==> config.mk <==
export PLATFORM = sky130hd
export DESIGN_NAME = psl_fifo
export DESIGN_NICKNAME = d
export VERILOG_FILES = /design/src/design/psl_pkg.sv /design/src/design/psl_fifo.sv
export SDC_FILE = /design/constraint.sdc
export NUM_CORES = 1
export LEC_CHECK = 0
export ABC_AREA = 1
export BUFFER_PORTS_ARGS = -buffer_cell sky130_fd_sc_hd__buf_2
export CAP_MARGIN = 10
export CORE_UTILIZATION = 47
export DETAILED_ROUTE_END_ITERATION = 7
export PLACE_DENSITY = 0.72
export SLEW_MARGIN = 10
export SYNTH_ARGS = -nofsm -noshare
export SYNTH_HDL_FRONTEND = slang
export SYNTH_SLANG_ARGS = --single-unit
export TNS_END_PERCENT = 5
==> constraint.sdc <==
create_clock -name i_clk -period 7.4 [get_ports i_clk]
set_clock_uncertainty 0.1 [all_clocks]
set_input_delay 1.48 -clock i_clk [delete_from_list [all_inputs] [get_ports i_clk]]
set_output_delay 1.48 -clock i_clk [all_outputs]
set_load 0.05 [all_outputs]
==> src/design/psl_pkg.sv <==
// Package for the probe sphere label counter: sizes, register indexes,
// the command record passed from front to back, and coordinate helpers.
// No dependencies.
package psl_pkg;

    localparam int NUM_PROBES    = 16;
    localparam int MAX_PARTICLES = 4096;
    localparam int COORD_WIDTH   = 32;

    localparam int PI_W      = (NUM_PROBES > 1) ? $clog2(NUM_PROBES) : 1;
    localparam int LA_W      = $clog2(MAX_PARTICLES);
    localparam int CNT_W     = 12;
    localparam int CFG_IDX_W = 3;
    localparam int Q_DEPTH   = 2;
    localparam int Q_W       = 1;

    localparam logic [CNT_W-1:0] CNT_MAX = '1;

    // Register indexes
    localparam logic [CFG_IDX_W-1:0] REG_SPLIT_TYPE = 3'd0;
    localparam logic [CFG_IDX_W-1:0] REG_SPLIT_AXIS = 3'd1;
    localparam logic [CFG_IDX_W-1:0] REG_ORIGIN_X   = 3'd2;
    localparam logic [CFG_IDX_W-1:0] REG_ORIGIN_Y   = 3'd3;
    localparam logic [CFG_IDX_W-1:0] REG_ORIGIN_Z   = 3'd4;
    localparam logic [CFG_IDX_W-1:0] REG_CYL_RADIUS = 3'd5;

    // Item modes and split codes
    localparam logic MODE_LOAD   = 1'b0;
    localparam logic MODE_PART   = 1'b1;
    localparam logic SPLIT_PLANE = 1'b0;
    localparam logic [1:0] AXIS_X = 2'd0;
    localparam logic [1:0] AXIS_Y = 2'd1;

    typedef struct packed {
        logic               split_type;
        logic [1:0]         split_axis;
        logic signed [31:0] origin_x;
        logic signed [31:0] origin_y;
        logic signed [31:0] origin_z;
        logic [30:0]        cyl_radius;
    } t_cfg;

    typedef struct packed {
        logic               mode;
        logic signed [31:0] pos_x;
        logic signed [31:0] pos_y;
        logic signed [31:0] pos_z;
        logic [3:0]         probe_slot;
        logic [30:0]        probe_rad;
        logic               label;
        logic               frame_end;
    } t_cmd;

    // Sign-extend the low COORD_WIDTH bits of a coordinate
    function automatic logic signed [31:0] sext(input logic [31:0] v);
        logic signed [31:0] t;
        t = $signed(v << (32 - COORD_WIDTH));
        return t >>> (32 - COORD_WIDTH);
    endfunction

    // Magnitude of a - b, 33 bits
    function automatic logic [32:0] abs_diff(input logic signed [31:0] a,
                                             input logic signed [31:0] b);
        logic signed [32:0] d;
        d = {a[31], a} - {b[31], b};
        return d[32] ? 33'(-d) : 33'(d);
    endfunction

endpackage

==> src/design/psl_fifo.sv <==
// Short command queue between the front and the back.
// Depends on psl_pkg.
module psl_fifo (
    input  logic          i_clk,
    input  logic          i_rst_n,
    input  logic          i_push,
    input  psl_pkg::t_cmd i_cmd,
    output logic          o_full,
    input  logic          i_pop,
    output logic          o_empty,
    output psl_pkg::t_cmd o_cmd
);
    import psl_pkg::*;

    t_cmd           r_q [Q_DEPTH];
    logic [Q_W-1:0] r_wp, r_rp;
    logic [Q_W:0]   r_cnt;

    assign o_full  = (r_cnt == (Q_W+1)'(Q_DEPTH));
    assign o_empty = (r_cnt == '0);
    assign o_cmd   = r_q[r_rp];

    // Store entries
    always_ff @(posedge i_clk) begin
        if (i_push && !o_full) begin
            r_q[r_wp] <= i_cmd;
        end
    end

    // Advance pointers and count
    always_ff @(posedge i_clk) begin
        if (!i_rst_n) begin
            r_wp  <= '0;
            r_rp  <= '0;
            r_cnt <= '0;
        end else begin
            if (i_push && !o_full) r_wp <= r_wp + 1'b1;
            if (i_pop && !o_empty) r_rp <= r_rp + 1'b1;
            r_cnt <= r_cnt + (Q_W+1)'(i_push && !o_full) - (Q_W+1)'(i_pop && !o_empty);
        end
    end
endmodule

# Word level (Yosys, flattened, before mapping)
# Memory sizes are Yosys's and may differ from the RTL's. A register that Yosys moved wholly into a read port is not among the register bits.
# Index checks and enable logic that the tools add are counted.
# W data, S select, Z words.
# word_totals
regBits	4
ramBits	268
in_bits	138
out_inout_bits	136
word_cells	18
memories	1
# memory_table
memory	depth	word_bits	rd	rd_clocked_by_memory_dff	wr	line	rtl
r_q	2	134	1	1	1	psl_fifo.sv:15	t_cmd r_q [Q_DEPTH];
# op_classes
n_addsub	4
eq_ne	1
mux	4
n_reduce_logical	5
# op_table
operator	n
$mux W1	4
$add A1 B1 Y1 const B	2
$add A2 B1 Y2	1
$eq A2 B2 Y1 const B	1
$logic_and A1 B1 Y1	2
$logic_not A1 Y1	2
$logic_not A2 Y1	1
$sub A2 B1 Y2	1

# Depth between registers and ports, before layout
# logic_depth
depth_word	5
depth_mapped	11
mapped_depth_nobuf	11

# Least setup slack after synthesis
# No wires, ideal clock.
# synth_path
path_kind	input -> register
start	input i_push
end	memory r_q[0][0] (netlist name), enable pin
setup_ns	0.628
arrival_ns	7.114
required_time_ns	6.672
path_slack_ns	-0.443
stages	2
n_path_buf	0
cell_sequence	nand2_1 -> nor2_1
# synth_via
elab_chain_len	3
# synth_rtl
item	line	rtl
from (decl)	psl_fifo.sv:6	input logic i_push,
$logic_and A1 B1 Y1	psl_fifo.sv:25	if (i_push && !o_full) begin
$mux W1	psl_fifo.sv:25	
$mux W1 (implied by the code)	psl_fifo.sv:26	r_q[r_wp] <= i_cmd;
to (decl)	psl_fifo.sv:15	
# Every way passes these cells.

==> impl_metrics.toml <==
[status]
status = "finished clean"

[global_routing]
track_usage = 0.166
antenna_found_initial = 5
grt_pass1_wl_um = 28500
grt_max_degree = 75
overflow = 0
grt_pass1_vias = 5451
grt.busiest_layer = "met2"
use_met2 = 0.286
grtUsageMet1 = 0.192
use_met3 = 0.0679

[clock_network]
worst_setup_hold_path_clk_slew_ns = 0.06
cts_inserted_buffers = 28
cts-htree-levels = 1
insertion_delay_ns = 0.51
postCtsHoldBufs = 0
cts_num_sinks = 273
cts_resized = 0
cts_root_buf = "clkbuf_16"
cts_buffer_depth = 3
cts_setup_buffers = 0
tritoncts = "yes"

[floorplanning]
fp-row-count = 53
io_pins = 274
initial_core_util = 0.482
dieArea_sq_um = 22200
die_x_um = 149
core_area_sq_um = 21100
die_y_um = 149

[synth]
synth_fp_nets = 595
synth_area_sq_um = 10200
yosys_warnings = 0
synth.distinct_cells = 12
syn_inst = 455
ys_ff_latch = 273
avgSynthCellArea_sq_um = 22.3
ys_seq_area_frac = 0.802

[job]
max_cap_viol_count = 0

[cells_and_area]
layout-drive-gt1-share = 0.589
post-route-cell-area_sq_um = 12600
areaGrowthSynthToFinish_pct = 24.5
finalNetCount = 888

[route]
vias = 5095
routedWlPerCell_um = 17.9
routed_wl_um = 18800
dr.pass1.iters = 4
ant_nets = 0
via_per_inst = 4.86
drt_iter0_drc = 227
route.detailed.drc = 0

[pwr]
ir_drop_mv = 0.272
power_density_nw_per_um2 = 396
p_leak_nw = 4.87

[timing]
slew_headroom = 0.301
tightest_slew_ns = 1.05
hold_viol = 0
setup_viol = 0
period_minus_slack_ns = 4.52
fin_crit_sh = 0.611
fmax_mhz = 221
rsz0062_at_grt = "false"
final_max_slew_viol_count = 0
timing.setup.tns_ns = 0

[worst_setup_path]
path_cells = "buf_4 > mux2_2 > buf_2"
critPathArrivalTime_ns = 2.94
worstPathMaxFanout = 61
critical_path.top_delay_family = "flip-flops"
path_buf_inv = 2
cp-end-kind = "output port"
worstSetupStartpointType = "register"
slowest_stage = "dfxtp_4"
worst_ep_required_time_ns = 5.82
crit_type = "reg -> out"
max_stage_delay_ns = 1.01

[hold_path]
hold_path_class = "reg -> reg"

[placed_design]
dp_hpwl_um = 12700
gp_congestion = 0.746
place_area_sq_um = 11800
io_buffer_count = 273
[where the power goes]
part | total, mW | switching (mW) | internal (mW)
clock | 1.26 | 0.523 | 0.737
combinational | 1.68 | 1.19 | 0.487
sequential | 2.07 | 0.102 | 1.97
total | 5.00 | 1.81 | 3.19
[through the flow]
step | std cells | setup slack, ns | hold WS [ns] | total power, mW | util
final | 1048 | 2.88 | 0.412 | 5.00 | 0.600
after global routing | 1043 | 2.69 | 0.443 | 5.20 | 0.599
after CTS | 1043 | 2.79 | 0.423 | 5.06 | 0.599
after detailed placement | 993 | 3.36 | 0.397 | 3.79 | 0.559
after global placement | 993 | 3.43 | 0.382 | 3.75 | 0.559
after floorplan | 455 | 1.82 | 0.367 | 3.46 | -
[per-layer routing]
metal	routed length, um	vias up
met4	254	4
li1	-	2387
met1	7080	2462
met3	1970	26
met5	25	-
met2	9450	216
[registers in the layout, indices dropped and copies added (netlist names), named ones only]
| name | flops |
|---|---|
| r_cnt | 2 |
| r_q | 268 |
| r_rp | 1 |
| r_wp | 1 |
[cell usage in the layout, fill, tap and decap left out, types with 3 or more instances in the layout]
cell type  count
nor2_1         7
nand3_1        3
inv_1          8
clkinv_2       5
mux2_4        60
buf_4          5
buf_2        273
clkbuf_1      11
mux2_2        74
diode_2        5
clkbuf_16     29
edfxtp_1     268
dfxtp_1        4
nand2_1        9
[worst paths after layout]
| check | slack [ns] | cells past startpoint | start | endpoint |
|---|---|---|---|---|
| worst max-delay path | 2.88 | 3 | register | o_cmd[8] |
| worst min-delay path | 0.41 | 2 | r_rp | register |
| worst max register to register | 4.79 | 5 | r_cnt[0] | r_q[1][120] |
| worst min register to register | 0.41 | 2 | r_rp | register |
[cells in the mapped netlist, drive strengths merged]
cell / number / area (sq um)
a21oi: 2 / 10.0
dfxtp: 5 / 100
nor2: 8 / 30.0
inv: 9 / 33.8
ha: 2 / 25.0
nand2: 9 / 33.8
mux2: 134 / 1730
nand3: 3 / 15.0
edfxtp: 268 / 8050
buf: 15 / 125
[area by class of cell]
type                       count  area [sq um]
antenna                        5          12.5
clock inverter                 8          41.3
fill                        1564          8450
multi-input combinational    158          1860
tap                          275           344
sequential                   273          8150
clock buffer                  42           795
inverter                       9          38.8
timing repair buffer         278          1400
[worst reg2reg max path, delay by kind of cell, from the launching register on]
family	cells	cell delay, ns
buffers and inverters	3	1.43
AND/OR/NAND/NOR	2	0.30
flip-flops	1	0.37
[cells by family after synthesis]
family          synth area share
compound gates          0.000986
fa+ha+maj                0.00246
buf+inv                   0.0156
flops                      0.802
mux                        0.171
simple gates             0.00776
No activity file was read; power rests on OpenSTA's default activity.
